==> src/sem_pkg.sv <==
`timescale 1ns / 1ps
// Shared widths, register codes, reset values and the result tag type of the Sobel block.
package sem_pkg;

  // field widths
  localparam int PIX_W     = 8;
  localparam int COORD_W   = 10;
  localparam int CFG_W     = 11;
  localparam int CFG_IDX_W = 2;

  // frame size limits
  localparam int MIN_SIZE       = 3;
  localparam int MAX_WIDTH_DEF  = 1024;
  localparam int MAX_HEIGHT_DEF = 1024;

  // arithmetic widths: kernel half-sums, gradients, sum of squares, root
  localparam int SUM_W = PIX_W + 2;
  localparam int G_W   = SUM_W + 1;
  localparam int SQ_W  = 2 * G_W - 1;
  localparam int RT_W  = (SQ_W + 1) / 2;

  // register reset values
  localparam logic [CFG_W-1:0] WIDTH_RESET   = 11'd640;
  localparam logic [CFG_W-1:0] HEIGHT_RESET  = 11'd480;
  localparam logic [PIX_W-1:0] CEILING_RESET = 8'd255;

  // register indexes
  typedef enum logic [CFG_IDX_W-1:0] {
    REG_IMAGE_WIDTH,
    REG_IMAGE_HEIGHT,
    REG_CLAMP_CEILING
  } cfg_reg_t;

  // tag that travels with a result through the arithmetic pipeline
  typedef struct packed {
    logic [COORD_W-1:0] col;
    logic [COORD_W-1:0] row;
    logic               last;
  } res_meta_t;

endpackage

==> src/sem_isqrt.sv <==
`timescale 1ns / 1ps
// Pipelined floor square root, one result bit per stage, with a tag carried alongside.
module sem_isqrt (
  input  logic                     clk,
  input  logic                     rst,
  input  logic                     adv,
  input  logic                     in_valid,
  input  logic [sem_pkg::SQ_W-1:0] in_value,
  input  sem_pkg::res_meta_t       in_meta,
  output logic                     out_valid,
  output logic [sem_pkg::RT_W-1:0] out_root,
  output sem_pkg::res_meta_t       out_meta
);
  import sem_pkg::*;

  localparam int REM_W = SQ_W + 1;

  // per-stage registers: remainder v - root^2, partial root, valid, tag
  logic [REM_W-1:0] rem_q   [RT_W];
  logic [RT_W-1:0]  root_q  [RT_W];
  logic             valid_q [RT_W];
  res_meta_t        meta_q  [RT_W];

  for (genvar k = 0; k < RT_W; k++) begin : g_step
    localparam int B = RT_W - 1 - k;

    logic [REM_W-1:0] r_in;
    logic [REM_W-1:0] trial;
    logic [RT_W-1:0]  q_in;
    logic             v_in;
    res_meta_t        m_in;

    if (k == 0) begin : g_first
      assign r_in = REM_W'(in_value);
      assign q_in = '0;
      assign v_in = in_valid;
      assign m_in = in_meta;
    end else begin : g_next
      assign r_in = rem_q[k-1];
      assign q_in = root_q[k-1];
      assign v_in = valid_q[k-1];
      assign m_in = meta_q[k-1];
    end

    // (root + 2^B)^2 - root^2
    assign trial = (REM_W'(q_in) << (B + 1)) + (REM_W'(1) << (2 * B));

    always_ff @(posedge clk) begin
      if (rst) begin
        valid_q[k] <= 1'b0;
      end else if (adv) begin
        valid_q[k] <= v_in;
      end
      if (adv) begin
        meta_q[k] <= m_in;
        if (r_in >= trial) begin
          rem_q[k]  <= r_in - trial;
          root_q[k] <= q_in | (RT_W'(1) << B);
        end else begin
          rem_q[k]  <= r_in;
          root_q[k] <= q_in;
        end
      end
    end
  end

  assign out_valid = valid_q[RT_W-1];
  assign out_root  = root_q[RT_W-1];
  assign out_meta  = meta_q[RT_W-1];

endmodule

==> config.mk <==
export PLATFORM = sky130hd
export DESIGN_NAME = sem_isqrt
export DESIGN_NICKNAME = d
export VERILOG_FILES = /design/src/sem_pkg.sv /design/src/sem_isqrt.sv
export SDC_FILE = /design/constraint.sdc
export NUM_CORES = 1
export LEC_CHECK = 0
export BUFFER_PORTS_ARGS = -buffer_cell sky130_fd_sc_hd__buf_2
export CAP_MARGIN = 20
export CORE_ASPECT_RATIO = 1.2
export CORE_MARGIN = 1.5
export CORE_UTILIZATION = 40
export DETAILED_ROUTE_END_ITERATION = 16
export GPL_ROUTABILITY_DRIVEN = 0
export PLACE_DENSITY = 0.68
export SLEW_MARGIN = 20
export SYNTH_ARGS = -nofsm -noshare
export SYNTH_HDL_FRONTEND = slang
export SYNTH_SLANG_ARGS = --single-unit
==> constraint.sdc <==
create_clock -name clk -period 3.2 [get_ports clk]
set_input_delay 0.96 -clock clk [delete_from_list [all_inputs] [get_ports clk]]
set_output_delay 0.96 -clock clk [all_outputs]
set_load 0.01 [all_outputs]
* Yosys cells after proc, flatten, opt, wreduce, memory -nomap -nowiden
Memories as Yosys holds them, arrays and structs flattened. Cells that the tools add are included.
Cells by class: $add $sub $neg 21, multiply operators 0, div/mod/pow operators 0, order comparisons 11, eq/ne operators 0, shift operators 0, multiplexer cells 105, bitwise logic cells 33, reductions and logical operators 0
Operators by type and width (number):
- $mux W22 | 11
- $mux W11 | 11
- $mux W1 | 83
- $or A1 B1 Y1 | 33
- $add A21 B19 Y22 const B | 1
- $ge A22 B13 Y1 | 1
- $ge A22 B14 Y1 | 1
- $ge A22 B15 Y1 | 1
- $ge A22 B16 Y1 | 1
- $ge A22 B17 Y1 | 1
- $ge A22 B18 Y1 | 1
- $ge A22 B19 Y1 | 1
- $ge A22 B20 Y1 | 1
- $ge A22 B21 Y1 | 1
- $ge A22 B22 Y1 | 1
- $sub A21 B21 Y22 const B | 1
- $sub A22 B13 Y22 | 1
- $sub A22 B14 Y22 | 1
- $sub A22 B15 Y22 | 1
- $sub A22 B16 Y22 | 1
- $sub A22 B17 Y22 | 1
- $sub A22 B18 Y22 | 1
- $sub A22 B19 Y22 | 1
- $sub A22 B20 Y22 | 1
- 12 further kinds | 12
Word-level totals: register bits 0, bits in latches 0, bits in writable memories 605, ROM bits 0, bits of input ports 46, word-level logic and storage cells 174, memories 4
Memory list:
- rem_q | depth 11, width 22, rd ports 10, clocked after memory_dff 0, write ports 11, line sem_isqrt.sv:19 | logic [REM_W-1:0] rem_q [RT_W];
- meta_q | depth 11, width 21, rd ports 11, clocked after memory_dff 0, write ports 11, line sem_isqrt.sv:22 | res_meta_t meta_q [RT_W];
- root_q | depth 11, width 11, rd ports 11, clocked after memory_dff 0, write ports 11, line sem_isqrt.sv:20 | logic [RT_W-1:0] root_q [RT_W];
- valid_q | depth 11, width 1, rd ports 11, clocked after memory_dff 0, write ports 11, line sem_isqrt.sv:21 | logic valid_q [RT_W];

* Logic depth before layout (Yosys ltp)
Gate-level depths: netlist (run 1). An unclocked memory read counts as a cell.
depth after elaboration 7, gate-level depth with buffers 11, mapped depth without buffers 10

* Least setup slack after synthesis (run 1)
Ideal clock, no wire load.
kind input to register, start input port adv, end memory rem_q[1][85] in the netlist's numbering (data pin), arrival time 2.837 ns, slack 0.091 ns, cell stages on the path 9, path through clkbuf_1 inv_1 nor4_1 o311ai_0 a221oi_1 inv_1 o211ai_1 nor4_1 xor2_1
RTL lines:
- from (decl) | line sem_isqrt.sv:6 | input logic adv,
- to (decl) | line sem_isqrt.sv:19

==> results by group, run 1 <==
Setup path
  – Critical path type: reg2reg
  – WP data required: 3520 ps
  – CP endpoint kind: flop
  – Startpoint types: flop
  – Worst r2r src: rem_q[2][14]$_DFFE_PP_
  – Worst R2R Path Depth: 8
  – Worst Path Arrival: 3340 ps
  – Crit Path Max Fanout: 22
  – Crit. Startpoint: rem_q[2][14]$_DFFE_PP_

Power and ir drop
  – Design Power: 15.5 mW
  – Power density over the cells: 662 mW/mm^2
  – Worst VDD drop: 0.000500 V
  – Leak pwr: 8.51 nW

Synthesis
  – Cell area after synthesis: 0.0206 sq mm
  – Yosys reg bits: 528
  – Register area share after synthesis: 0.771
  – Synth Warn #: 0
  – Synth Instances: 1252
  – Most used DFF post-synth: edfxtp_1
  – Syn Nets: 1371
  – Async set-or-reset flop fraction in the synthesized netlist: 0
  – Count of different cell masters after synthesis: 58
  – Synthesized area per cell: 16.4 sq um
  – Post-synth EDFFs: 528

Cells and area
  – Final net count: 1499
  – Antenna cell count: 0
  – Area of the multi-input gates: 0.00429 sq mm
  – Layout area overhead: 13.8%
  – FILL cells: 4244
  – Seq. cell area: 0.0159 sq mm
  – Share of layout cells above drive strength 1: 0.127
  – Cell area after layout: 0.0234 sq mm

Clock network
  – Clock Tree Buf Depth: 3
  – TritonCTS clock tree: built
  – CTS sink count: 528
  – CTS clock-pin slew for the worst setup and hold paths: 60 ps
  – H-Tree Depth: 2
  – CTS buffer count: 52
  – Clock latency on the worst-skew pair: 580 ps
  – Setup bufs post-CTS: 0
  – PostCTS Resize Cnt: 0
  – CTS Root Buffer Type: clkbuf_16
  – CTS Hold Bufs: 0

Die
  – Die width: 210 um
  – Die area: 0.0528 sq mm
  – # IOs: 79
  – Cell Rows: 90
  – Initial Utilization: 0.407
  – Area of the core: 0.0506 sq mm
  – Die Span Y: 251 um

Place
  – IO buf count: 78
  – Area after DPL: 0.0219 sq mm
  – Hpwl dp: 18900 um

Run status
  – Outcome: complete, no violations

STA
  – Setup violations, final: 0
  – Max Slew Vio Count: 0
  – Worst slew pin tran: 1040 ps
  – Fmax: 0.330 GHz
  – Skew final: 13.8 ps
  – RSZ-0062 raised after global routing: no
  – Slew HR: 0.308
  – Final hold violations: 0
  – Final min period: 3030 ps
  – Final period utilization: 0.946
  – Total negative slack: 0 ps

Drt
  – Routed Antenna Nets: 0
  – Total wire length: 28500 um
  – Final routed DRC violation total: 0
  – Drt wl/cell: 13.8 um
  – Iter 0 DRT Violations: 518
  – Via density: 4.84
  – DR vias: 9961
  – Detailed-router iteration count before antenna repair: 5

Global route
  – Pin count of the biggest net entering global routing: 208
  – M3 GR Usage: 0.0275
  – Vias in the first global route: 9977
  – GRT overflow: 0
  – First-pass GRT wire length: 47000 um
  – GR met2 Demand/Resource: 0.199
  – GRT Overall Usage: 0.109
  – Global routing usage on met1: 0.119
  – Top Usage Layer GRT: met2
  – Antenna violations before repair: 0

Run
  – Max-Cap Viols: 0

Min path
  – Hold Crit Start: meta_q[1][14]$_DFFE_PP_
  – Hold/Removal Path Class: reg2reg
  – Hold Path Depth: 0
[worst max-delay path, cell delays in order (launching register included)]
cell,delay (ps)
edfxtp_1,430
or4_1,590
or4_4,470
a2111oi_4,440
nand3_2,130
buf_4,230
o211a_1,180
nor2b_1,140
xor2_1,140
[report_power, final]
part	internal (mW)	total, mW	switching, mW
clock network	3.08	5.44	2.35
registers	8.38	8.67	0.295
logic	0.597	1.38	0.782
[Yosys cell counts, types with 3 or more instances]
cell	count	area share
nor2_1	63	0.011
ha_1	73	0.044
or3_1	6	0.0018
a21boi_0	3	0.0011
nor4b_1	8	0.0034
nor3_1	26	0.0063
nor4_1	26	0.0079
and2_1	12	0.0037
o211ai_1	10	0.0037
xnor2_1	43	0.018
nand2_1	54	0.0099
xor2_1	45	0.019
o21a_1	14	0.0051
or2_2	3	0.00091
a211o_1	3	0.0013
mux2i_1	4	0.0019
nand3_1	19	0.0046
a31oi_1	4	0.0012
or4_1	5	0.0018
o31ai_1	6	0.0022
a21oi_1	45	0.011
and3_1	4	0.0012
a21o_1	8	0.0029
edfxtp_1	528	0.77
o21ai_0	44	0.011
buf_2	3	0.00073
nand3b_1	7	0.0026
clkbuf_1	20	0.0037
nand4_1	8	0.0024
a211oi_1	8	0.0029
nor2b_1	13	0.0040
inv_1	90	0.016
nand2b_1	14	0.0043
[kinds of logic after synthesis]
kind of cell | synth area share
muxes | 0.00304
adders and majority gates | 0.0444
buffers and inverters | 0.0208
AOI/OAI and AO/OA | 0.0520
xor gates and xnor gates | 0.0375
DFF | 0.771
and+or+nand+nor | 0.0712
[metal layers]
metal | part of all wire | vias up
met5 | 0 | -
met4 | 0.040 | 0
met3 | 0.046 | 86
met2 | 0.52 | 206
met1 | 0.40 | 4694
li1 | - | 4975
[final cells by class]
type,instances,area share
inverters,90,0.0144
well taps,644,0.0344
multi-input cells,611,0.183
repair buffers,97,0.0248
clock buffers,61,0.0580
flip-flops and latches,528,0.678
clock inverters,28,0.00727
[cell usage in the layout (no fill, tap or decap), types with 14 or more instances in the layout]
cell type and count:
nor4_1 25, a21oi_1 45, nor3_1 26, buf_2 77, xor2_1 45, nand3_1 19, inv_1 90, clkbuf_16 53
buf_4 16, edfxtp_1 528, ha_1 73, o21ai_0 44, nor2_1 63, o21a_1 14, nand2_1 54, xnor2_1 43
nand2b_1 14
[stage by stage]
step | hold WS, ps | instances | utilization | setup WS, ps
6_report | 414 | 2059 | 0.463 | 174
5_1_grt | 419 | 2059 | 0.463 | 53.4
4_1_cts | 414 | 2059 | 0.463 | 202
3_5_place_dp | 405 | 1970 | 0.432 | 225
3_3_place_gp | 401 | 1970 | 0.432 | 303
2_1_floorplan | 400 | 1252 | - | 91.2
[registers in the layout (all words and copies together), names as in the netlist]
name	count
meta_q	231
valid_q	11
root_q	66
rem_q	220
[path summary, 6_finish.rpt]
path                                           endpoint  slack (ps)
worst min register to register  meta_q[2][14]$_DFFE_PP_         410
worst max-delay path             rem_q[2][35]$_DFFE_PP_         170
worst min-delay path            meta_q[2][14]$_DFFE_PP_         410
worst max register to register   rem_q[2][35]$_DFFE_PP_         170
Note: power is estimated with default switching activity, not from simulation.
==> inputs of run 2 (changes only) <==
PLACE_DENSITY = 0.66   (was 0.68)
clock period = 3 ns   (was 3.2 ns; I/O delays follow)
==> run 2 against run 1 <==
Against the previous run: routed wire length rose by 2.9%; power grew 10%; flip-flop and latch count unchanged; register-to-register slack worse by 40 ps; combinational power up 8%; largest power group unchanged.
==> results by group, run 2 (same netlist as run 1, synthesis figures left out) <==
Die
  – Cell Rows: 90
  – Area of the core: 0.0506 sq mm
  – Die Span Y: 251 um
  – Initial Utilization: 0.407
  – Die area: 0.0528 sq mm
  – # IOs: 79
  – Die width: 210 um

Power and ir drop
  – Power density over the cells: 722 mW/mm^2
  – Worst VDD drop: 0.000472 V
  – Leak pwr: 8.61 nW

STA
  – Final hold violations: 0
  – Slew HR: 0.298
  – Max Slew Vio Count: 0
  – Fmax: 0.349 GHz
  – Final period utilization: 0.955
  – RSZ-0062 raised after global routing: no
  – Final min period: 2860 ps
  – Worst slew pin tran: 1050 ps
  – Setup violations, final: 0
  – Total negative slack: 0 ps
  – Min Hold Slack: 416 ps
  – Skew final: 11.8 ps

Cells and area
  – Most common cell after layout, fill and taps aside: edfxtp_1
  – Largest register FFs: 231
  – Final net count: 1504
  – Biggest regs: meta_q (231), rem_q (220), root_q (66)
  – Antenna cell count: 0
  – Cell area after layout: 0.0236 sq mm
  – Layout area overhead: 14.7%
  – Most frequent cells in the layout: edfxtp_1, inv_1, buf_2
  – Share of layout cells above drive strength 1: 0.131
  – Biggest register: meta_q

Setup path
  – Worst Path Arrival: 3200 ps
  – WP data required: 3330 ps
  – Delay-heaviest family, CP: simple AND/OR/NAND/NOR gates
  – Crit Path Max Fanout: 10
  – Critical path depth in cells: 8
  – Critical path type: reg2reg
  – Worst R2R Path Depth: 8
  – Startpoint types: flop
  – Critical Path Max Stage Delay: 590 ps
  – Crit-path cells: or4_1 -> or4_4 -> a2111oi_4 -> nand3_2 -> buf_4 -> o211a_1 -> nor2b_1 -> xor2_1
  – CP endpoint kind: flop
  – Buffers plus inverters on the worst setup path: 1
  – Critical Path Slowest Stage Cell: or4_1

Drt
  – Final routed DRC violation total: 0
  – Via density: 4.83
  – Iter 0 DRT Violations: 486
  – Drt wl/cell: 14.1 um
  – DR vias: 10012
  – Total wire length: 29300 um
  – Routed Antenna Nets: 0
  – Detailed-router iteration count before antenna repair: 5

Clock network
  – CTS Hold Bufs: 0
  – H-Tree Depth: 2
  – Clock Tree Buf Depth: 3
  – Setup bufs post-CTS: 0
  – CTS buffer count: 51
  – Clock latency on the worst-skew pair: 590 ps
  – TritonCTS clock tree: built
  – PostCTS Resize Cnt: 0
  – CTS clock-pin slew for the worst setup and hold paths: 60 ps
  – CTS sink count: 528
  – CTS Root Buffer Type: clkbuf_16

Global route
  – GRT Overall Usage: 0.113
  – GRT overflow: 0
  – Vias in the first global route: 10228
  – Pin count of the biggest net entering global routing: 209
  – First-pass GRT wire length: 48200 um
  – Antenna violations before repair: 0

Place
  – IO buf count: 78
  – Hpwl dp: 19500 um
  – Area after DPL: 0.0219 sq mm

Min path
  – Hold Path Depth: 0
  – Hold/Removal Path Class: reg2reg

Run
  – Max-Cap Viols: 0

Run status
  – Outcome: complete, no violations
## run 2: worst reg2reg max path, cell delays in order, from the launching register on
cell and delay [ps]:
edfxtp_1 430, or4_1 590, or4_4 460, a2111oi_4 370
nand3_2 120, buf_4 190, o211a_1 170, nor2b_1 150
xor2_1 140
## run 2: stage by stage
stage / std cells / utilization / setup slack [ps] / power [mW]
after floorplan: 1252 / - / 54.0 / 10.4
after global placement: 1976 / 0.434 / 217 / 10.8
after detailed placement: 1976 / 0.434 / 37.5 / 10.9
after CTS: 2072 / 0.467 / 136 / 17.2
after global routing: 2072 / 0.467 / 20.2 / 17.8
final: 2072 / 0.467 / 135 / 17.0
## run 2: worst paths after layout
kind / startpoint / end / slack (ps)
setup / recovery: rem_q[2][14]$_DFFE_PP_ / rem_q[2][35]$_DFFE_PP_ / 140
hold / removal: meta_q[8][12]$_DFFE_PP_ / meta_q[9][12]$_DFFE_PP_ / 420
setup reg to reg: rem_q[2][14]$_DFFE_PP_ / rem_q[2][35]$_DFFE_PP_ / 140
hold reg to reg: meta_q[8][12]$_DFFE_PP_ / meta_q[9][12]$_DFFE_PP_ / 420
## run 2: routing by layer
metal	vias up	global-route usage	routed length [um]
met4	0	0.0534	1050
met2	174	0.207	15300
met1	4770	0.120	11700
met3	73	0.0284	1220
met5	-	0	0
li1	4995	-	-
## run 2: area by class of cell
type | instances | area, sq um
clock buffers | 62 | 1320
flip-flops and latches | 528 | 15900
multi-input cells | 611 | 4290
inverters | 90 | 338
fillers | 4291 | 27000
repair buffers | 103 | 626
clock inverters | 34 | 352
well taps | 644 | 806
## run 2: power by group
part	total [mW]	switching, mW	internal, mW
clock network	6.29	2.63	3.66
registers	9.25	0.313	8.93
logic	1.49	0.841	0.651
==> inputs of run 3 (changes only) <==
REMOVE_ABC_BUFFERS = 1   (was unset)
==> run 3 against run 2 <==
Against the previous run: clock power grew 5.1%; maximum frequency is 0.12% lower; flip-flop and latch count did not move; worst hold slack lost 2.7 ps; non-clock buffer count is 2 lower; count of clock-buffer cells in the layout fell by 5; via count shrank 0.33%; power rose by 1.8%; critical path depth stayed put; sequential share of layout area is 0.32 points lower; sequential power about the same; largest cell class unchanged; die area is the same.
==> results by group, run 3 (same netlist as run 1, synthesis figures left out) <==
STA
  – Max Slew Vio Count: 0
  – Final hold violations: 0
  – RSZ-0062 raised after global routing: no
  – Total negative slack: 0 ps
  – Skew final: 17.5 ps
  – Setup violations, final: 0
  – Final min period: 2870 ps
  – Slew HR: 0.364
  – Fmax: 0.349 GHz
  – Worst slew pin tran: 954 ps
  – Final period utilization: 0.956

Min path
  – Hold Crit Start: meta_q[4][16]$_DFFE_PP_
  – Hold/Removal Path Class: reg2reg
  – Hold Path Depth: 0
  – WHS Endpoint: meta_q[5][16]$_DFFE_PP_

Setup path
  – Worst Path Arrival: 3210 ps
  – CP endpoint kind: flop
  – Startpoint types: flop
  – Crit Path Max Fanout: 18
  – Crit Reg-Reg Endpoint: rem_q[2][11]$_DFFE_PP_
  – Worst r2r src: rem_q[1][75]$_DFFE_PP_
  – Critical path type: reg2reg
  – Worst R2R Path Depth: 8
  – Crit. Startpoint: rem_q[1][75]$_DFFE_PP_
  – WP data required: 3340 ps
  – Reg-to-reg slack, setup: 130 ps

Drt
  – DR vias: 9979
  – Final routed DRC violation total: 0
  – Total wire length: 28900 um
  – Drt wl/cell: 14.0 um
  – Routed Antenna Nets: 0
  – Iter 0 DRT Violations: 476
  – Via density: 4.82
  – Detailed-router iteration count before antenna repair: 5

Clock network
  – Clock Tree Buf Depth: 3
  – TritonCTS clock tree: built
  – CTS buffer count: 52
  – H-Tree Depth: 2
  – Clock latency on the worst-skew pair: 590 ps
  – CTS Hold Bufs: 0
  – CTS clock-pin slew for the worst setup and hold paths: 60 ps
  – CTS sink count: 528
  – CTS Root Buffer Type: clkbuf_16

Power and ir drop
  – Power density over the cells: 732 mW/mm^2
  – Leak pwr: 8.63 nW
  – Comb pwr share: 0.086
  – Pint: 13.5 mW
  – Switch share: 0.222
  – Clock share of power: 0.381
  – Design Power: 17.3 mW
  – Sequential Power Share: 0.533
  – Worst VDD drop: 0.000612 V
  – Switching power: 3.85 mW

Global route
  – Antenna violations before repair: 0
  – GRT overflow: 0
  – GRT Overall Usage: 0.110
  – First-pass GRT wire length: 47000 um
  – Pin count of the biggest net entering global routing: 226
  – Vias in the first global route: 10002

Die
  – Area of the core: 0.0506 sq mm
  – Die area: 0.0528 sq mm
  – Die Span Y: 251 um
  – Cell Rows: 90
  – Initial Utilization: 0.407
  – Die width: 210 um
  – # IOs: 79

Cells and area
  – Final net count: 1503
  – Share of layout cells above drive strength 1: 0.140
  – Finished Layout Cells: 2072
  – Most common cell after layout, fill and taps aside: edfxtp_1
  – Largest register FFs: 231
  – Layout area overhead: 15.3%
  – Biggest register: meta_q
  – Cell area after layout: 0.0237 sq mm
  – Biggest regs: meta_q (231), rem_q (220), root_q (66)
  – FILL cells: 4241
  – Area of the multi-input gates: 0.00430 sq mm
  – Seq. cell area: 0.0159 sq mm
  – Antenna cell count: 0
  – Most frequent cells in the layout: edfxtp_1, inv_1, buf_2

Place
  – Hpwl dp: 18900 um
  – IO buf count: 78
  – Placed cells: 1973
  – Area after DPL: 0.0219 sq mm

Run
  – Max-Cap Viols: 0

Run status
  – Outcome: complete, no violations
run 3: how the worst max path moves through the flow:
stage	endpoint	depth (start not counted)	slack, ps
final	rem_q[2][11]$_DFFE_PP_	8	130
after global routing	rem_q[2][11]$_DFFE_PP_	8	40
after CTS	rem_q[1][86]$_DFFE_PP_	8	140
after detailed placement	rem_q[0][85]$_DFFE_PP_	7	150
after global placement	rem_q[2][11]$_DFFE_PP_	8	210
after floorplan	rem_q[1][85]$_DFFE_PP_	8	-290
run 3: power by group through the flow:
stage / logic, mW / registers [mW] / clock network, mW
2_1_floorplan: 1.03 / 9.31 / 0
3_5_place_dp: 1.49 / 9.40 / 0
3_3_place_gp: 1.43 / 9.37 / 0
4_1_cts: 1.50 / 9.24 / 6.83
6_report: 1.50 / 9.24 / 6.61
5_1_grt: 1.68 / 9.30 / 7.12
run 3: stage by stage:
stage	utilization	hold slack [ps]	worst slack, ps
after floorplan	-	400	-288
after global placement	0.433	400	213
after detailed placement	0.433	405	153
after CTS	0.468	416	139
after global routing	0.469	421	37.6
final	0.469	413	132
run 3: layout make-up:
class                   instances  area share
clock buffers                  57      0.0557
clock inverters                41      0.0196
inverters                      90      0.0143
multi-input cells             611       0.181
flip-flops and latches        528       0.669
well taps                     644      0.0340
repair buffers                101      0.0261
run 3: metal layers:
metal  share of wire  GRT usage  wire (um)  vias up
li1                -          -          -     5005
met1            0.39      0.114      11300     4721
met2            0.54      0.209      15500      182
met3           0.038     0.0230       1090       71
met4           0.034     0.0555        984        0
met5               0          0          0        -
run 3: critical path, stage by stage, from the launching register on:
cell and delay [ps]:
edfxtp_1 400, ha_1 390, nand4_1 150, nor4_1 90, buf_4 130, or4b_2 660, nor3_4 200, buf_4 240
mux2_2 350
run 3: what timing repair did:
| action | in CTS | in global routing |
|---|---|---|
| setup buffers | 0 | 0 |
| gates resized for setup | 0 | 2 |
| endpoints found under the setup margin | 0 | 2 |
